`config.mk`:
```
export PLATFORM = sky130hd
export DESIGN_NAME = command_token_matcher
export DESIGN_NICKNAME = d
export VERILOG_FILES = /design/src/ctm_pkg.sv /design/src/ctm_ctrl.sv /design/src/ctm_datapath.sv /design/src/command_token_matcher.sv
export SDC_FILE = /design/constraint.sdc
export NUM_CORES = 1
export LEC_CHECK = 0
export BUFFER_PORTS_ARGS = -buffer_cell sky130_fd_sc_hd__buf_2
export CORE_ASPECT_RATIO = 1.5
export CORE_UTILIZATION = 45
export CTS_CLUSTER_DIAMETER = 150
export DETAILED_ROUTE_END_ITERATION = 7
export PLACE_DENSITY = 0.7
export SYNTH_ARGS = -nofsm -noshare
export SYNTH_HDL_FRONTEND = slang
export SYNTH_SLANG_ARGS = --single-unit
```
`constraint.sdc`:
```
create_clock -name clock -period 16.6 [get_ports clock]
set_clock_uncertainty 0.1 [all_clocks]
set_input_delay 0 -clock clock [delete_from_list [all_inputs] [get_ports clock]]
set_output_delay 0 -clock clock [all_outputs]
set_load 0.02 [all_outputs]
```
`src/ctm_pkg.sv`:
```
// ---------------------------------------------------------------------------
// ctm_pkg
// Shared types and constants of the command token matcher: transaction
// payloads, result status codes, and the controller/datapath interface.
// ---------------------------------------------------------------------------
`timescale 1ns / 1ps
`default_nettype none

package ctm_pkg;

   localparam int MAX_DEFS    = 8;
   localparam int MAX_TOKEN   = 8;
   localparam int PAYLOAD_MAX = 16;

   localparam int SLOT_W  = $clog2(MAX_DEFS);
   localparam int SCAN_W  = $clog2(MAX_DEFS + 1);
   localparam int LEN_W   = 4;
   localparam int PAY_W   = 5;
   localparam int IDX_W   = $clog2(PAYLOAD_MAX);
   localparam int ACT_W   = 4;
   localparam int CHARS_W = 8 * MAX_TOKEN;

   localparam logic [2:0] ST_PENDING  = 3'd0;
   localparam logic [2:0] ST_AWAITING = 3'd1;
   localparam logic [2:0] ST_SUCCESS  = 3'd2;
   localparam logic [2:0] ST_UNKNOWN  = 3'd3;
   localparam logic [2:0] ST_DEFINED  = 3'd4;

   localparam logic MODE_DATA   = 1'b0;
   localparam logic MODE_DEFINE = 1'b1;

   typedef struct packed {
      logic         mode;
      logic [7:0]   data_byte;
      logic [2:0]   slot;
      logic [7:0]   def_code;
      logic [3:0]   token_length;
      logic [63:0]  token_chars;
      logic [4:0]   def_payload_length;
   } req_type;

   typedef struct packed {
      logic [2:0]   status;
      logic [7:0]   matched_code;
      logic [4:0]   payload_count;
      logic [7:0]   payload_byte;
      logic [3:0]   payload_index;
      logic         last;
   } rsp_type;

   typedef struct packed {
      logic capture;
      logic dispatch;
      logic scan;
      logic put_result;
      logic put_emit;
   } ctm_cmd_type;

   typedef struct packed {
      logic disp_to_scan;
      logic disp_to_emit;
      logic scan_done;
      logic scan_retry;
      logic scan_to_emit;
      logic out_free;
      logic emit_last;
   } ctm_sts_type;

endpackage

`default_nettype wire

```
`src/ctm_ctrl.sv`:
```
// ---------------------------------------------------------------------------
// ctm_ctrl
// Sequencer of the command token matcher: takes one transaction, dispatches
// it, steps the table scan and drives result and payload output.
// ---------------------------------------------------------------------------
`timescale 1ns / 1ps
`default_nettype none

module ctm_ctrl
   import ctm_pkg::*;
(
   input  wire logic        clock,
   input  wire logic        reset,
   input  wire logic        req_valid,
   output logic             req_stall,
   input  wire ctm_sts_type sts,
   output ctm_cmd_type      cmd
);

   typedef enum logic [4:0] {
      S_IDLE     = 5'b00001,
      S_DISPATCH = 5'b00010,
      S_SCAN     = 5'b00100,
      S_RESULT   = 5'b01000,
      S_EMIT     = 5'b10000
   } state_type;

   state_type state_ff, state_in;

   always_comb begin
      state_in = state_ff;
      cmd      = '0;
      case (state_ff)
         S_IDLE: begin
            if (req_valid) begin
               cmd.capture = 1'b1;
               state_in    = S_DISPATCH;
            end
         end
         S_DISPATCH: begin
            cmd.dispatch = 1'b1;
            if (sts.disp_to_emit) begin
               state_in = S_EMIT;
            end else if (sts.disp_to_scan) begin
               state_in = S_SCAN;
            end else begin
               state_in = S_RESULT;
            end
         end
         S_SCAN: begin
            cmd.scan = 1'b1;
            if (sts.scan_retry) begin
               state_in = S_DISPATCH;
            end else if (sts.scan_to_emit) begin
               state_in = S_EMIT;
            end else if (sts.scan_done) begin
               state_in = S_RESULT;
            end
         end
         S_RESULT: begin
            if (sts.out_free) begin
               cmd.put_result = 1'b1;
               state_in       = S_IDLE;
            end
         end
         S_EMIT: begin
            if (sts.out_free) begin
               cmd.put_emit = 1'b1;
               if (sts.emit_last) begin
                  state_in = S_IDLE;
               end
            end
         end
         default: begin
            state_in = S_IDLE;
         end
      endcase
   end

   assign req_stall = (state_ff != S_IDLE);

   always_ff @(posedge clock) begin
      if (reset) begin
         state_ff <= S_IDLE;
      end else begin
         state_ff <= state_in;
      end
   end

endmodule

`default_nettype wire

```
`src/ctm_datapath.sv`:
```
// ---------------------------------------------------------------------------
// ctm_datapath
// Definition table, word buffer, payload buffer, slot scan compare and the
// result output register of the command token matcher.
// ---------------------------------------------------------------------------
`timescale 1ns / 1ps
`default_nettype none

module ctm_datapath
   import ctm_pkg::*;
(
   input  wire logic         clock,
   input  wire logic         reset,
   input  wire req_type      req_data,
   input  wire logic         csr_wr_en,
   input  wire logic [3:0]   csr_wr_data,
   input  wire ctm_cmd_type  cmd,
   output ctm_sts_type       sts,
   input  wire logic         rsp_stall,
   output logic              rsp_valid,
   output rsp_type           rsp_data
);

   typedef enum logic [2:0] {
      PH_READY  = 3'b001,
      PH_DECODE = 3'b010,
      PH_AWAIT  = 3'b100
   } phase_type;

   req_type                item_ff;
   logic [ACT_W-1:0]       active_ff;
   phase_type              phase_ff, phase_in;
   logic [7:0]             word_chars_ff [MAX_TOKEN];
   logic [LEN_W-1:0]       word_len_ff, word_len_in;
   logic [SLOT_W-1:0]      matched_ff, matched_in;
   logic [PAY_W-1:0]       missing_ff, missing_in;
   logic [PAY_W-1:0]       fill_ff, fill_in;
   logic [7:0]             store_ff [PAYLOAD_MAX];
   logic [7:0]             tab_code_ff [MAX_DEFS];
   logic [LEN_W-1:0]       tab_len_ff [MAX_DEFS];
   logic [PAY_W-1:0]       tab_pl_ff [MAX_DEFS];
   logic [CHARS_W-1:0]     tab_chars_ff [MAX_DEFS];
   logic                   retry_ff, retry_in;
   logic [SCAN_W-1:0]      scan_idx_ff, scan_idx_in;
   logic [2:0]             res_status_ff, res_status_in;
   logic [PAY_W-1:0]       emit_idx_ff, emit_idx_in;
   logic                   rsp_valid_ff, rsp_valid_in;
   rsp_type                rsp_ff, rsp_in;

   logic                   word_we;
   logic [LEN_W-1:0]       base_len;
   logic                   store_we;
   logic                   tab_we;
   logic [LEN_W-1:0]       len_sat;
   logic [PAY_W-1:0]       pl_sat;
   logic [PAY_W-1:0]       missing_dec;
   logic [SCAN_W-1:0]      scan_lim;
   logic                   scan_end;
   logic [SLOT_W-1:0]      cur_slot;
   logic                   chars_eq;
   logic                   hit;
   logic                   full;
   logic                   emit_last;
   logic [7:0]             emit_byte;

   // scan compare on the slot under the scan pointer
   always_comb begin
      scan_lim = (active_ff > ACT_W'(MAX_DEFS)) ? SCAN_W'(MAX_DEFS) : SCAN_W'(active_ff);
      scan_end = (scan_idx_ff >= scan_lim);
      cur_slot = scan_idx_ff[SLOT_W-1:0];
      chars_eq = 1'b1;
      for (int c = 0; c < MAX_TOKEN; c++) begin
         if ((LEN_W'(c) < word_len_ff) &&
             (tab_chars_ff[cur_slot][8*c +: 8] != word_chars_ff[c])) begin
            chars_eq = 1'b0;
         end
      end
      hit  = !scan_end && (tab_len_ff[cur_slot] >= word_len_ff) && chars_eq;
      full = (tab_len_ff[cur_slot] == word_len_ff);
   end

   always_comb begin
      len_sat = (item_ff.token_length > LEN_W'(MAX_TOKEN)) ?
                LEN_W'(MAX_TOKEN) : item_ff.token_length;
      pl_sat  = (item_ff.def_payload_length > PAY_W'(PAYLOAD_MAX)) ?
                PAY_W'(PAYLOAD_MAX) : item_ff.def_payload_length;
      missing_dec = (missing_ff != '0) ? (missing_ff - PAY_W'(1)) : '0;
      base_len    = (phase_ff == PH_DECODE) ? word_len_ff : '0;
      emit_last   = (fill_ff == '0) || ((emit_idx_ff + PAY_W'(1)) == fill_ff);
      emit_byte   = (fill_ff == '0) ? 8'd0 : store_ff[emit_idx_ff[IDX_W-1:0]];
   end

   always_comb begin
      phase_in      = phase_ff;
      word_len_in   = word_len_ff;
      matched_in    = matched_ff;
      missing_in    = missing_ff;
      fill_in       = fill_ff;
      retry_in      = retry_ff;
      scan_idx_in   = scan_idx_ff;
      res_status_in = res_status_ff;
      emit_idx_in   = emit_idx_ff;
      word_we       = 1'b0;
      store_we      = 1'b0;
      tab_we        = 1'b0;

      if (cmd.dispatch) begin
         emit_idx_in = '0;
         if (item_ff.mode == MODE_DEFINE) begin
            tab_we        = 1'b1;
            res_status_in = ST_DEFINED;
         end else if (phase_ff == PH_AWAIT) begin
            if (fill_ff < PAY_W'(PAYLOAD_MAX)) begin
               store_we = 1'b1;
               fill_in  = fill_ff + PAY_W'(1);
            end
            missing_in = missing_dec;
            if (missing_dec == '0) begin
               phase_in = PH_READY;
            end else begin
               res_status_in = ST_AWAITING;
            end
         end else begin
            if (phase_ff != PH_DECODE) begin
               missing_in = '0;
               fill_in    = '0;
               phase_in   = PH_DECODE;
            end
            if (base_len < LEN_W'(MAX_TOKEN)) begin
               word_we     = 1'b1;
               word_len_in = base_len + LEN_W'(1);
            end else begin
               word_len_in = base_len;
            end
            scan_idx_in = '0;
         end
      end

      if (cmd.scan) begin
         emit_idx_in = '0;
         if (hit) begin
            retry_in = 1'b1;
            if (full) begin
               matched_in = cur_slot;
               missing_in = tab_pl_ff[cur_slot];
               fill_in    = '0;
               if (tab_pl_ff[cur_slot] == '0) begin
                  phase_in = PH_READY;
               end else begin
                  phase_in      = PH_AWAIT;
                  res_status_in = ST_AWAITING;
               end
            end else begin
               res_status_in = ST_PENDING;
            end
         end else if (scan_end) begin
            phase_in = PH_READY;
            if (retry_ff) begin
               retry_in = 1'b0;
            end else begin
               res_status_in = ST_UNKNOWN;
            end
         end else begin
            scan_idx_in = scan_idx_ff + SCAN_W'(1);
         end
      end

      if (cmd.put_emit) begin
         emit_idx_in = emit_idx_ff + PAY_W'(1);
      end
   end

   always_comb begin
      sts.disp_to_scan = (item_ff.mode == MODE_DATA) && (phase_ff != PH_AWAIT);
      sts.disp_to_emit = (item_ff.mode == MODE_DATA) && (phase_ff == PH_AWAIT) &&
                         (missing_dec == '0);
      sts.scan_done    = hit || scan_end;
      sts.scan_retry   = !hit && scan_end && retry_ff;
      sts.scan_to_emit = hit && full && (tab_pl_ff[cur_slot] == '0);
      sts.out_free     = !rsp_valid_ff || !rsp_stall;
      sts.emit_last    = emit_last;
   end

   // output register: hold while stalled, load on a put command
   always_comb begin
      rsp_in       = rsp_ff;
      rsp_valid_in = rsp_valid_ff && rsp_stall;
      if (cmd.put_result) begin
         rsp_valid_in = 1'b1;
         rsp_in       = '0;
         rsp_in.status = res_status_ff;
         rsp_in.last   = 1'b1;
      end else if (cmd.put_emit) begin
         rsp_valid_in         = 1'b1;
         rsp_in.status        = ST_SUCCESS;
         rsp_in.matched_code  = tab_code_ff[matched_ff];
         rsp_in.payload_count = fill_ff;
         rsp_in.payload_byte  = emit_byte;
         rsp_in.payload_index = emit_idx_ff[IDX_W-1:0];
         rsp_in.last          = emit_last;
      end
   end

   always_ff @(posedge clock) begin
      if (reset) begin
         active_ff     <= '0;
         phase_ff      <= PH_READY;
         word_len_ff   <= '0;
         matched_ff    <= '0;
         missing_ff    <= '0;
         fill_ff       <= '0;
         retry_ff      <= 1'b1;
         scan_idx_ff   <= '0;
         emit_idx_ff   <= '0;
         rsp_valid_ff  <= 1'b0;
         for (int i = 0; i < MAX_DEFS; i++) begin
            tab_len_ff[i] <= '0;
         end
      end else begin
         if (csr_wr_en) begin
            active_ff <= csr_wr_data;
         end
         phase_ff     <= phase_in;
         word_len_ff  <= word_len_in;
         matched_ff   <= matched_in;
         missing_ff   <= missing_in;
         fill_ff      <= fill_in;
         retry_ff     <= retry_in;
         scan_idx_ff  <= scan_idx_in;
         emit_idx_ff  <= emit_idx_in;
         rsp_valid_ff <= rsp_valid_in;
         if (tab_we) begin
            tab_len_ff[item_ff.slot[SLOT_W-1:0]] <= len_sat;
         end
      end
   end

   always_ff @(posedge clock) begin
      if (cmd.capture) begin
         item_ff <= req_data;
      end
      if (word_we) begin
         word_chars_ff[base_len[$clog2(MAX_TOKEN)-1:0]] <= item_ff.data_byte;
      end
      if (store_we) begin
         store_ff[fill_ff[IDX_W-1:0]] <= item_ff.data_byte;
      end
      if (tab_we) begin
         tab_code_ff[item_ff.slot[SLOT_W-1:0]]  <= item_ff.def_code;
         tab_pl_ff[item_ff.slot[SLOT_W-1:0]]    <= pl_sat;
         tab_chars_ff[item_ff.slot[SLOT_W-1:0]] <= item_ff.token_chars;
      end
      res_status_ff <= res_status_in;
      rsp_ff        <= rsp_in;
   end

   assign rsp_valid = rsp_valid_ff;
   assign rsp_data  = rsp_ff;

endmodule

`default_nettype wire

```
`src/command_token_matcher.sv`:
```
// ---------------------------------------------------------------------------
// command_token_matcher
// Byte-stream command recognizer: a definition table of token slots, word
// matching by a slot-by-slot scan, payload collection and payload output.
//
//   channel  | ports                          | direction
//   ---------+--------------------------------+-----------
//   request  | req_valid, req_stall, req_data | in
//   result   | rsp_valid, rsp_stall, rsp_data | out
//   config   | csr_wr_en, csr_wr_data         | in
//
// Definition and payload bytes pass accept, dispatch and result; a word byte
// adds a scan step per slot examined, one more on a miss, and a retry repeats
// dispatch and scan. Completion emits one result a cycle while rsp_stall is
// low, one per payload byte or a lone one with no payload, instead of the
// result. Synchronous reset; transactions are taken from the next cycle.
// rsp_stall holds the output register and the sequencer behind it.
// ---------------------------------------------------------------------------
`timescale 1ns / 1ps
`default_nettype none

module command_token_matcher
   import ctm_pkg::*;
(
   input  wire logic        clock,
   input  wire logic        reset,
   input  wire logic        req_valid,
   output logic             req_stall,
   input  wire req_type     req_data,
   output logic             rsp_valid,
   input  wire logic        rsp_stall,
   output rsp_type          rsp_data,
   input  wire logic        csr_wr_en,
   input  wire logic [3:0]  csr_wr_data
);

   ctm_cmd_type cmd;
   ctm_sts_type sts;

   ctm_ctrl u_ctrl (
      .clock     (clock),
      .reset     (reset),
      .req_valid (req_valid),
      .req_stall (req_stall),
      .sts       (sts),
      .cmd       (cmd)
   );

   ctm_datapath u_datapath (
      .clock       (clock),
      .reset       (reset),
      .req_data    (req_data),
      .csr_wr_en   (csr_wr_en),
      .csr_wr_data (csr_wr_data),
      .cmd         (cmd),
      .sts         (sts),
      .rsp_stall   (rsp_stall),
      .rsp_valid   (rsp_valid),
      .rsp_data    (rsp_data)
   );

endmodule

`default_nettype wire

```
======== Word level (Yosys, flattened, before mapping) ========
Memories as Yosys holds them, arrays and structs flattened. A register that Yosys moved wholly into a read port is not among the register bits.
Cells that the tools add are included.
storage, ports and cells
  word-level logic and storage cells ...... 227
  memories kept ........................... 6
  input port bits ......................... 102
  bits in registers ....................... 165
  bits in writable memories ............... 840
memories
  name                      words  bits a word  rd ports  clocked after Yosys merged registers in  wr ports  line                source
  u_datapath.tab_chars_ff   8      64           1         1                                        1         ctm_datapath.sv:42  logic [CHARS_W-1:0] tab_chars_ff [MAX_DEFS];
  u_datapath.store_ff       16     8            1         1                                        1         ctm_datapath.sv:38  logic [7:0] store_ff [PAYLOAD_MAX];
  u_datapath.tab_code_ff    8      8            1         1                                        1         ctm_datapath.sv:39  logic [7:0] tab_code_ff [MAX_DEFS];
  u_datapath.word_chars_ff  8      8            8         0                                        1         ctm_datapath.sv:33  logic [7:0] word_chars_ff [MAX_TOKEN];
  u_datapath.tab_pl_ff      8      5            1         1                                        1         ctm_datapath.sv:41  logic [PAY_W-1:0] tab_pl_ff [MAX_DEFS];
  u_datapath.tab_len_ff     8      4            1         1                                        8         ctm_datapath.sv:40  logic [LEN_W-1:0] tab_len_ff [MAX_DEFS];
cells by class
  mux-type cells .......................... 112
  add/sub/neg operators ................... 5
  reductions and logical operators ........ 37
  equality and inequality tests ........... 25
  magnitude comparators ................... 15
  bitwise operators ....................... 2
operators with widths
  operator               number
  $mux W5                28
  $mux W3                26
  $ne A8 B8 Y1           8
  $mux W29               2
  $mux W4                14
  $mux W1                40
  $pmux W5 S5            1
  $logic_and A1 B1 Y1    18
  $lt A3 B4 Y1 const A   4
  $logic_not A5 Y1       3
  $add A5 B1 Y5 const B  2
  $add A4 B1 Y4 const B  2
  $ge A4 B4 Y1           2
  $gt A4 B4 Y1 const B   2
  $lt A1 B4 Y1 const A   2
  $lt A2 B4 Y1 const A   2
  $mux W8                1
  $ne A2 B2 Y1 const B   3
  $reduce_and A3 Y1      2
  $eq A5 B1 Y1 const B   1
  $eq A5 B2 Y1 const B   1
  $eq A5 B3 Y1 const B   1
  $eq A5 B4 Y1 const B   1
  $eq A5 B5 Y1           1
  22 further kinds       29

======== Longest topological paths before layout ========
Gate-level depths: netlist of the first run.
An unclocked memory read counts as a cell.
  depth after elaboration ................. 17
  depth in mapped cells ................... 18
  mapped depth without buffers ............ 12

======== Cells and area by module ========
Synthesis of the first run repeated with hierarchy kept, for this count alone.
second synthesis, totals
  cell total of the unflattened synthesis .. 2,117
  area total of the unflattened synthesis .. 39,364.0 sq um
modules (own cells, without submodules)
  module        area an instance (sq um)  cells an instance  seq. area each (sq um)  instances
  ctm_datapath  38,963.6                  2,068              29,528.3                1
  ctm_ctrl      400.4                     49                 100.1                   1

======== Worst setup path after synthesis of the first run ========
No wires, ideal clock.
  kind .................................... flip-flop to flip-flop
  start point ............................. register u_ctrl.state_ff[4]
  end point ............................... memory u_datapath.tab_len_ff[0][0] (enable)
  required time ........................... 16.165 ns
  slack ................................... 6.956 ns
  stages on the path, launching flop included .. 6
  setup time .............................. 0.335 ns
  arrival time ............................ 9.210 ns
  path through ............................ dfxtp_1 -> nor3_1 -> and3b_1 -> nand2_1 -> nor4_1 -> or2_2
RTL lines
  item                    line                source
  start, declared         ctm_ctrl.sv:28      state_type state_ff, state_in;
  start signal, assigned  ctm_ctrl.sv:86      state_ff <= state_in;
  end, declared           ctm_datapath.sv:40

======== Final worst setup path of the first run ========
  start point ............................. register u_datapath.scan_idx_ff[0]
  end point ............................... register u_datapath.missing_ff[4]
on the way
  longest elaborated chain between the ends .. 6
RTL lines
  item                               line                 source
  start, declared                    ctm_datapath.sv:44   logic [SCAN_W-1:0] scan_idx_ff, scan_idx_in;
  start signal, assigned             ctm_datapath.sv:229  scan_idx_ff <= scan_idx_in;
  $ge A4 B4 Y1                       ctm_datapath.sv:69   scan_end = (scan_idx_ff >= scan_lim);
  $logic_not A1 Y1                   ctm_datapath.sv:78   hit = !scan_end && (tab_len_ff[cur_slot] >= word_len_ff) && chars_eq;
  $logic_and A1 B1 Y1 (2 in series)  ctm_datapath.sv:78
  $mux W5                            ctm_datapath.sv:141  if (hit) begin
  $mux W5                            ctm_datapath.sv:139  if (cmd.scan) begin
  end signal, assigned               ctm_datapath.sv:226  missing_ff <= missing_in;
  end, declared                      ctm_datapath.sv:36   logic [PAY_W-1:0] missing_ff, missing_in;
No other way between the ends.
A chain may end at the register's enable or synchronous reset.

==> results of run 1 <==
==> cell families after synthesis <==
| kind of cell | synth area share [%] |
|---|---|
| flip-flops | 76.1 |
| AND/OR/NAND/NOR | 4.18 |
| multiplexers | 12.3 |
| AO/OA/AOI/OAI | 4.18 |
| buffers and inverters | 1.59 |
| XOR/XNOR | 1.17 |
| adder cells (fa/ha/maj) | 0.514 |
==> state kept, by name, summed over array words and instances (netlist names), 4 cells and up, named ones only <==
name,count
u_ctrl.state_ff,5
u_datapath.tab_code_ff,64
u_datapath.word_len_ff,4
u_datapath.tab_chars_ff,512
u_datapath.store_ff,128
u_datapath.item_ff,93
u_datapath.tab_len_ff,32
u_datapath.active_ff,4
u_datapath.word_chars_ff,64
u_datapath.fill_ff,5
u_datapath.missing_ff,5
u_datapath.emit_idx_ff,5
u_datapath.scan_idx_ff,4
u_datapath.rsp_data,29
u_datapath.tab_pl_ff,40
==> repair_timing <==
item                       4_1_cts  5_1_grt
hold buffers                   203        0
setup endpoints to repair        0        0
resized for setup                0        0
hold endpoints to repair       142        0
==> layout by cell type (no fill, tap or decap), types with 15 or more instances in the layout <==
master | synthesis | layout
nor4_1 | 17 | 15
edfxtp_1 | 936 | 936
mux2i_1 | 208 | 208
a21oi_1 | 41 | 41
clkbuf_16 | 0 | 94
clkbuf_1 | 36 | 24
mux4_2 | 112 | 112
o21ai_0 | 32 | 32
inv_1 | 22 | 22
nor2b_1 | 23 | 21
nor2_1 | 96 | 91
dfxtp_1 | 76 | 72
a22oi_1 | 57 | 57
nand2_1 | 90 | 90
xor2_1 | 17 | 17
buf_2 | 15 | 133
xnor2_1 | 35 | 35
ha_1 | 16 | 16
clkinv_2 | 0 | 20
a22o_1 | 33 | 33
nor3_1 | 30 | 25
dlygate4sd3_1 | 0 | 203
buf_4 | 16 | 39
==> routing by layer <==
metal	global-route usage, %	part of all wire, %	up-vias
met5	0	0	-
met4	7.93	3.4	0
met3	2.75	5.1	158
met2	35.9	53	731
met1	24.0	39	10600
li1	-	-	9101
==> stage by stage <==
stage	setup slack, ps	instance area [um2]	util (%)	instances
2_1_floorplan	6960	39000	-	2096
3_3_place_gp	10440	40900	47.9	3306
3_5_place_dp	10610	40900	47.9	3307
4_1_cts	10590	46000	53.8	3684
5_1_grt	10260	46000	53.8	3684
6_report	10640	46000	53.8	3684
==> final cells by class <==
type	count	area, um2
Clock buffer	125	2540
Clock inverter	49	495
Fill cell	6599	39400
Inverter	23	86.3
Multi-Input combinational cell	970	8800
Sequential cell	1012	29600
Tap cell	1130	1410
Timing Repair Buffer	375	2990
==> final timing paths <==
| kind | start | endpoint | slack (ps) | cells past startpoint |
|---|---|---|---|---|
| min reg2reg | u_datapath.rsp_data[21] | u_datapath.rsp_data[21] | 350 | 2 |
| max | u_datapath.scan_idx_ff[0] | u_datapath.missing_ff[4] | 10640 | 12 |
| min | req_data[17] | u_datapath.item_ff[17] | 10 | 2 |
| max reg2reg | u_datapath.scan_idx_ff[0] | u_datapath.missing_ff[4] | 10640 | 12 |
==> power groups by stage <==
stage | clock [mW] | combinational [mW] | sequential (mW)
finish | 2.13 | 0.113 | 2.88
global route | 2.27 | 0.122 | 2.88
CTS | 2.17 | 0.114 | 2.88
detailed placement | 0 | 0.0769 | 2.93
global placement | 0 | 0.0734 | 2.93
floorplan | 0 | 0.0345 | 2.92
==> impl_metrics.xml, run 1 <==
<?xml version="1.0" encoding="UTF-8"?>
<metrics>
  <group name="synth">
    <metric name="netlist.area_leader.share" unit="%">72.1</metric>
    <metric name="postSynth.topFlopCell" unit="">edfxtp_1</metric>
    <metric name="yosys-top-cells-area" unit="">edfxtp_1 (72%), mux4_2 (6.5%), mux2i_1 (5.3%)</metric>
    <metric name="synth.ff_latch_count" unit="">1012</metric>
    <metric name="synthDistinctLibCells" unit="">66</metric>
    <metric name="post_synth.cell_area_avg" unit="um2">18.6</metric>
    <metric name="async_reset_ff_share" unit="%">0</metric>
    <metric name="syn-cell-area" unit="um2">39000</metric>
    <metric name="post-synth-top-area-cell" unit="">edfxtp_1</metric>
    <metric name="synthMostInstantiatedCell" unit="">edfxtp_1</metric>
    <metric name="postSynthCellCount" unit="">2096</metric>
    <metric name="synth_fp_nets" unit="">2214</metric>
    <metric name="count_of_flip_flops_with_a_built_in_enable_after_synthesis" unit="">936</metric>
    <metric name="yosysSeqAreaShare" unit="%">76.1</metric>
    <metric name="yosys-top-cells-count" unit="">edfxtp_1 (936), mux2i_1 (208), mux4_2 (112)</metric>
    <metric name="yosysWarnings" unit="">0</metric>
  </group>
  <group name="routing">
    <metric name="drc" unit="">0</metric>
    <metric name="finalWirelength" unit="mm">87.0</metric>
    <metric name="post_drt_via_cell_ratio" unit="">5.58</metric>
    <metric name="vias" unit="">20500</metric>
    <metric name="number_of_design_rule_violations_left_by_the_first_detailed_router_iteration" unit="">1670</metric>
    <metric name="routed_wire_length_per_instance" unit="um">23.6</metric>
    <metric name="drt.antenna.violating_nets" unit="">0</metric>
    <metric name="dr.pass1.iters" unit="">5</metric>
  </group>
  <group name="setup_path">
    <metric name="critical_path.n_buffers_inverters" unit="">2</metric>
    <metric name="timing.critical_path.required" unit="ps">17080</metric>
    <metric name="timing.critical_path.slowest_stage_cell" unit="">and4b_1</metric>
    <metric name="cp-end-kind" unit="">register</metric>
    <metric name="critical_path.cell_chain" unit="">buf_4, buf_4, mux2i_1, a22oi_1, nand2_1, xnor2_1, nor4_1, o2111ai_1, o41ai_2, and4b_1, mux2_2, nor2_1</metric>
    <metric name="critical_path.startpoint_type" unit="">register</metric>
    <metric name="worst_path_most_repeated_cell" unit="">buf_4</metric>
    <metric name="critPathTopFamily" unit="">simple AND/OR/NAND/NOR gates</metric>
    <metric name="data_arrival_critical_path" unit="ps">6440</metric>
    <metric name="highest_fanout_seen_on_the_critical_path" unit="">44</metric>
    <metric name="timing_worst_setup_path_type" unit="">reg2reg</metric>
    <metric name="cp_slowest_stage_delay" unit="ps">860</metric>
  </group>
  <group name="final_layout">
    <metric name="layout-area-overhead-vs-synth" unit="%">18.0</metric>
    <metric name="n_antenna_cell" unit="">0</metric>
    <metric name="finish.net_count" unit="">2592</metric>
    <metric name="layout-drive-gt1-share" unit="%">18.5</metric>
  </group>
  <group name="worst_hold_path">
    <metric name="hold_class" unit="">in2reg</metric>
  </group>
  <group name="power">
    <metric name="clockPowerShare" unit="%">41.6</metric>
    <metric name="proportion_of_total_power_due_to_net_switching" unit="%">19.9</metric>
    <metric name="comb_power_share" unit="%">2.2</metric>
    <metric name="seq_power_share" unit="%">56.2</metric>
    <metric name="vdd.ir_drop.worst" unit="mV">0.0852</metric>
    <metric name="p_leak" unit="nW">14.7</metric>
    <metric name="totalPowerFinal" unit="mW">5.13</metric>
    <metric name="intPower" unit="mW">4.10</metric>
    <metric name="pwr_density_cell" unit="nW/um2">112</metric>
    <metric name="power_switching" unit="mW">1.02</metric>
  </group>
  <group name="clock_tree">
    <metric name="cts.sink_count" unit="">1012</metric>
    <metric name="ctsHtreeMaxLevel" unit="">3</metric>
    <metric name="tritoncts" unit="">done</metric>
    <metric name="post-cts-setup-buffer-count" unit="">0</metric>
    <metric name="maximum_root_to_sink_buffer_count" unit="">3</metric>
    <metric name="clk_root_buffer_cell" unit="">clkbuf_16</metric>
    <metric name="clock_insertion_delay_worst_skew" unit="ps">660</metric>
    <metric name="worst_setup_hold_path_clk_slew" unit="ps">60</metric>
    <metric name="cts_buffers" unit="">92</metric>
  </group>
  <group name="sta">
    <metric name="fmax" unit="MHz">168</metric>
    <metric name="report.final.setup_viol" unit="">0</metric>
    <metric name="setup_tns" unit="ps">0</metric>
    <metric name="fin_worst_hold_slack" unit="ps">11.0</metric>
    <metric name="rsz0062_at_grt" unit="">false</metric>
    <metric name="timing_worst_slew_pin_value" unit="ps">1370</metric>
    <metric name="drv_slew" unit="">0</metric>
    <metric name="slew-limit-headroom" unit="%">8.88</metric>
    <metric name="post-route-min-period" unit="ps">5960</metric>
    <metric name="final.period_utilization" unit="%">35.9</metric>
    <metric name="finalHoldViolCount" unit="">0</metric>
  </group>
  <group name="global_route">
    <metric name="gr_ovfl_total" unit="">0</metric>
    <metric name="antenna_found_initial" unit="">1</metric>
    <metric name="gr-usage-all-layers" unit="%">19.9</metric>
    <metric name="first_pass_grt_wire_length" unit="mm">130</metric>
    <metric name="grt_start_max_net_pins" unit="">58</metric>
    <metric name="grt_pass1_vias" unit="">21100</metric>
  </group>
  <group name="die">
    <metric name="floorplan.io_pins" unit="">133</metric>
    <metric name="initial_utilization" unit="%">45.6</metric>
    <metric name="die_height" unit="um">362</metric>
    <metric name="row_count" unit="">131</metric>
    <metric name="dieWidth" unit="um">242</metric>
    <metric name="coreArea" unit="um2">85400</metric>
    <metric name="die_area" unit="um2">87800</metric>
  </group>
  <group name="place">
    <metric name="hpwlAfterDp" unit="mm">51.8</metric>
    <metric name="port_buffers" unit="">132</metric>
    <metric name="finalWeightedCongestion" unit="">0.819</metric>
  </group>
  <group name="run_status">
    <metric name="status" unit="">finished clean</metric>
  </group>
  <group name="flow_run">
    <metric name="max_cap_violations" unit="">0</metric>
  </group>
</metrics>
No activity file was read; power rests on OpenSTA's default activity.
==> inputs of run 2 (changes only) <==
- clock period: 16.6 -> 5.7 ns (I/O delays scaled with it)
==> run 2 against run 1 <==
Combinational power rose to 2.7 times the previous value. Cell area increased by 0.82%. Sequential power rose to 2.9 times the previous value. Critical path depth up 1. Hold slack lost 4.8 ps. Non-clock buffer count up 15. Sequential cell count unchanged. Critical endpoint unchanged. Largest cell class unchanged.
==> impl_metrics.xml, run 2 (synthesis gave the netlist of run 1 again) <==
<?xml version="1.0" encoding="UTF-8"?>
<metrics>
  <group name="run_status">
    <metric name="status" unit="">finished clean</metric>
  </group>
  <group name="die">
    <metric name="dieWidth" unit="um">242</metric>
    <metric name="die_area" unit="um2">87800</metric>
    <metric name="floorplan.io_pins" unit="">133</metric>
    <metric name="row_count" unit="">131</metric>
    <metric name="die_height" unit="um">362</metric>
    <metric name="initial_utilization" unit="%">45.6</metric>
    <metric name="coreArea" unit="um2">85400</metric>
  </group>
  <group name="final_layout">
    <metric name="non_filler_instances" unit="">3697</metric>
    <metric name="layout-area-overhead-vs-synth" unit="%">19.0</metric>
    <metric name="n_antenna_cell" unit="">0</metric>
    <metric name="mostFrequentLayoutCell" unit="">edfxtp_1</metric>
    <metric name="final_cell_mix" unit="">edfxtp_1 (936), mux2i_1 (208), dlygate4sd3_1 (205)</metric>
    <metric name="largest_register_ff_count" unit="">512</metric>
    <metric name="layout-drive-gt1-share" unit="%">19.1</metric>
    <metric name="finish.net_count" unit="">2609</metric>
    <metric name="fillCellCount" unit="">6558</metric>
  </group>
  <group name="worst_hold_path">
    <metric name="destination_of_the_worst_hold_path" unit="">u_datapath.item_ff[16]</metric>
    <metric name="hold_path_startpoint" unit="">req_data[16]</metric>
    <metric name="worstHoldPathCells" unit="">2</metric>
    <metric name="hold_class" unit="">in2reg</metric>
  </group>
  <group name="setup_path">
    <metric name="worst_path_most_repeated_cell" unit="">buf_4</metric>
    <metric name="cp-end-kind" unit="">register</metric>
    <metric name="rr_endpoint" unit="">u_datapath.missing_ff[4]</metric>
    <metric name="cp_slowest_stage_delay" unit="ps">690</metric>
    <metric name="timing.critical_path.required" unit="ps">6190</metric>
    <metric name="timing.critical_path.slowest_stage_cell" unit="">dfxtp_4</metric>
    <metric name="highest_fanout_seen_on_the_critical_path" unit="">47</metric>
    <metric name="critPathTopFamily" unit="">buffers and inverters</metric>
    <metric name="rr_worst_depth" unit="">13</metric>
    <metric name="critical_path_depth" unit="">13</metric>
    <metric name="critical_path.n_buffers_inverters" unit="">3</metric>
    <metric name="critical_path.cell_chain" unit="">buf_4, mux4_2, mux2i_1, xor2_1, nand4_1, nor4_1, buf_4, o2111ai_1, o41ai_2, and4b_1, buf_4, mux2_2, nor2_1</metric>
    <metric name="timing_worst_setup_path_type" unit="">reg2reg</metric>
    <metric name="r2r-start" unit="">u_datapath.scan_idx_ff[2]</metric>
    <metric name="data_arrival_critical_path" unit="ps">5250</metric>
    <metric name="worst-r2r-setup-slack" unit="ps">940</metric>
    <metric name="critical_path.startpoint_type" unit="">register</metric>
  </group>
  <group name="clock_tree">
    <metric name="cts_repair_resized_insts" unit="">0</metric>
    <metric name="cts_buffers" unit="">94</metric>
    <metric name="maximum_root_to_sink_buffer_count" unit="">3</metric>
    <metric name="ctsHtreeMaxLevel" unit="">3</metric>
    <metric name="clk_root_buffer_cell" unit="">clkbuf_16</metric>
    <metric name="clock_insertion_delay_worst_skew" unit="ps">680</metric>
    <metric name="tritoncts" unit="">done</metric>
    <metric name="worst_setup_hold_path_clk_slew" unit="ps">70</metric>
    <metric name="cts.sink_count" unit="">1012</metric>
  </group>
  <group name="routing">
    <metric name="vias" unit="">20600</metric>
    <metric name="finalWirelength" unit="mm">87.1</metric>
    <metric name="drc" unit="">0</metric>
    <metric name="dr.pass1.iters" unit="">5</metric>
    <metric name="drt.antenna.violating_nets" unit="">0</metric>
    <metric name="routed_wire_length_per_instance" unit="um">23.6</metric>
    <metric name="post_drt_via_cell_ratio" unit="">5.57</metric>
    <metric name="number_of_design_rule_violations_left_by_the_first_detailed_router_iteration" unit="">1660</metric>
  </group>
  <group name="power">
    <metric name="p_leak" unit="nW">14.9</metric>
    <metric name="vdd.ir_drop.worst" unit="mV">0.224</metric>
    <metric name="pwr_density_cell" unit="nW/um2">329</metric>
  </group>
  <group name="place">
    <metric name="hpwlAfterDp" unit="mm">52.5</metric>
    <metric name="finalWeightedCongestion" unit="">0.836</metric>
    <metric name="port_buffers" unit="">132</metric>
    <metric name="placedCellCount" unit="">3320</metric>
    <metric name="pre_cts_slack" unit="ps">990</metric>
  </group>
  <group name="global_route">
    <metric name="gr-usage-all-layers" unit="%">19.8</metric>
    <metric name="gr_ovfl_total" unit="">0</metric>
    <metric name="antenna_found_initial" unit="">1</metric>
    <metric name="grt_start_max_net_pins" unit="">60</metric>
    <metric name="first_pass_grt_wire_length" unit="mm">130</metric>
    <metric name="grt_pass1_vias" unit="">21300</metric>
  </group>
  <group name="sta">
    <metric name="fmax" unit="MHz">210</metric>
    <metric name="rsz0062_at_grt" unit="">false</metric>
    <metric name="drv_slew" unit="">0</metric>
    <metric name="timing_worst_slew_pin_value" unit="ps">1360</metric>
    <metric name="final.period_utilization" unit="%">83.6</metric>
    <metric name="post-route-min-period" unit="ps">4760</metric>
    <metric name="report.final.setup_viol" unit="">0</metric>
    <metric name="final.setup.worst_slack" unit="ps">937</metric>
    <metric name="slew-limit-headroom" unit="%">9.19</metric>
    <metric name="finalHoldViolCount" unit="">0</metric>
  </group>
  <group name="flow_run">
    <metric name="max_cap_violations" unit="">0</metric>
  </group>
</metrics>
[run 2: how the worst max path moves through the flow]
stage                              startpoint                     endpoint  slack, ps
finish              u_datapath.scan_idx_ff[2]     u_datapath.missing_ff[4]        940
global route        u_datapath.scan_idx_ff[2]     u_datapath.missing_ff[4]        760
CTS                 u_datapath.scan_idx_ff[2]     u_datapath.missing_ff[4]        950
detailed placement  u_datapath.scan_idx_ff[2]     u_datapath.missing_ff[4]        990
global placement    u_datapath.scan_idx_ff[2]     u_datapath.missing_ff[4]        970
floorplan                  u_ctrl.state_ff[4]  u_datapath.tab_len_ff[2][0]      -1810
[run 2: worst reg2reg max path, cell delays in order (launching register included)]
cell and delay [ps]:
dfxtp_4 690, buf_4 690, mux4_2 460, mux2i_1 260, xor2_1 180, nand4_1 140
nor4_1 330, buf_4 170, o2111ai_1 130, o41ai_2 570, and4b_1 270, buf_4 260
mux2_2 370, nor2_1 70
[run 2: layer usage]
layer  routed length [um]  global-route usage [%]
met5                    0                       0
met4                 2900                    7.91
met3                 4380                    2.88
met2                45600                    35.5
met1                34200                    24.1
[run 2: layout make-up]
class | instances | area (um2) | area share, %
flip-flops and latches | 1012 | 29600 | 64.0
multi-input cells | 970 | 8800 | 19.0
repair buffers | 390 | 3170 | 6.85
clock buffers | 111 | 2460 | 5.30
well taps | 1130 | 1410 | 3.05
clock inverters | 61 | 773 | 1.67
inverters | 23 | 86.3 | 0.186
[run 2: metrics by stage]
step | hold WS (ps) | TNS, ps | utilization, % | total power [mW] | area (um2)
after detailed placement | 78.1 | 0 | 48.1 | 8.76 | 41100
after global placement | 76.4 | 0 | 48.1 | 8.74 | 41100
final | 6.25 | 0 | 54.3 | 15.3 | 46300
after global routing | 13.4 | 0 | 54.3 | 15.7 | 46300
after CTS | 4.59 | 0 | 54.3 | 15.4 | 46300
after floorplan | -1.13 | -372220 | - | 8.59 | 39000
[run 2: where the power goes]
group	total, mW	switching [mW]	internal, mW
combinational	0.308	0.151	0.157
clock	6.54	2.75	3.80
sequential	8.41	0.156	8.25
total	15.3	3.05	12.2
[run 2: timing repair]
| item | 4_1_cts | 5_1_grt |
|---|---|---|
| hold endpoints to repair | 156 | 0 |
| setup buffers | 0 | 0 |
| hold buffers | 205 | 0 |
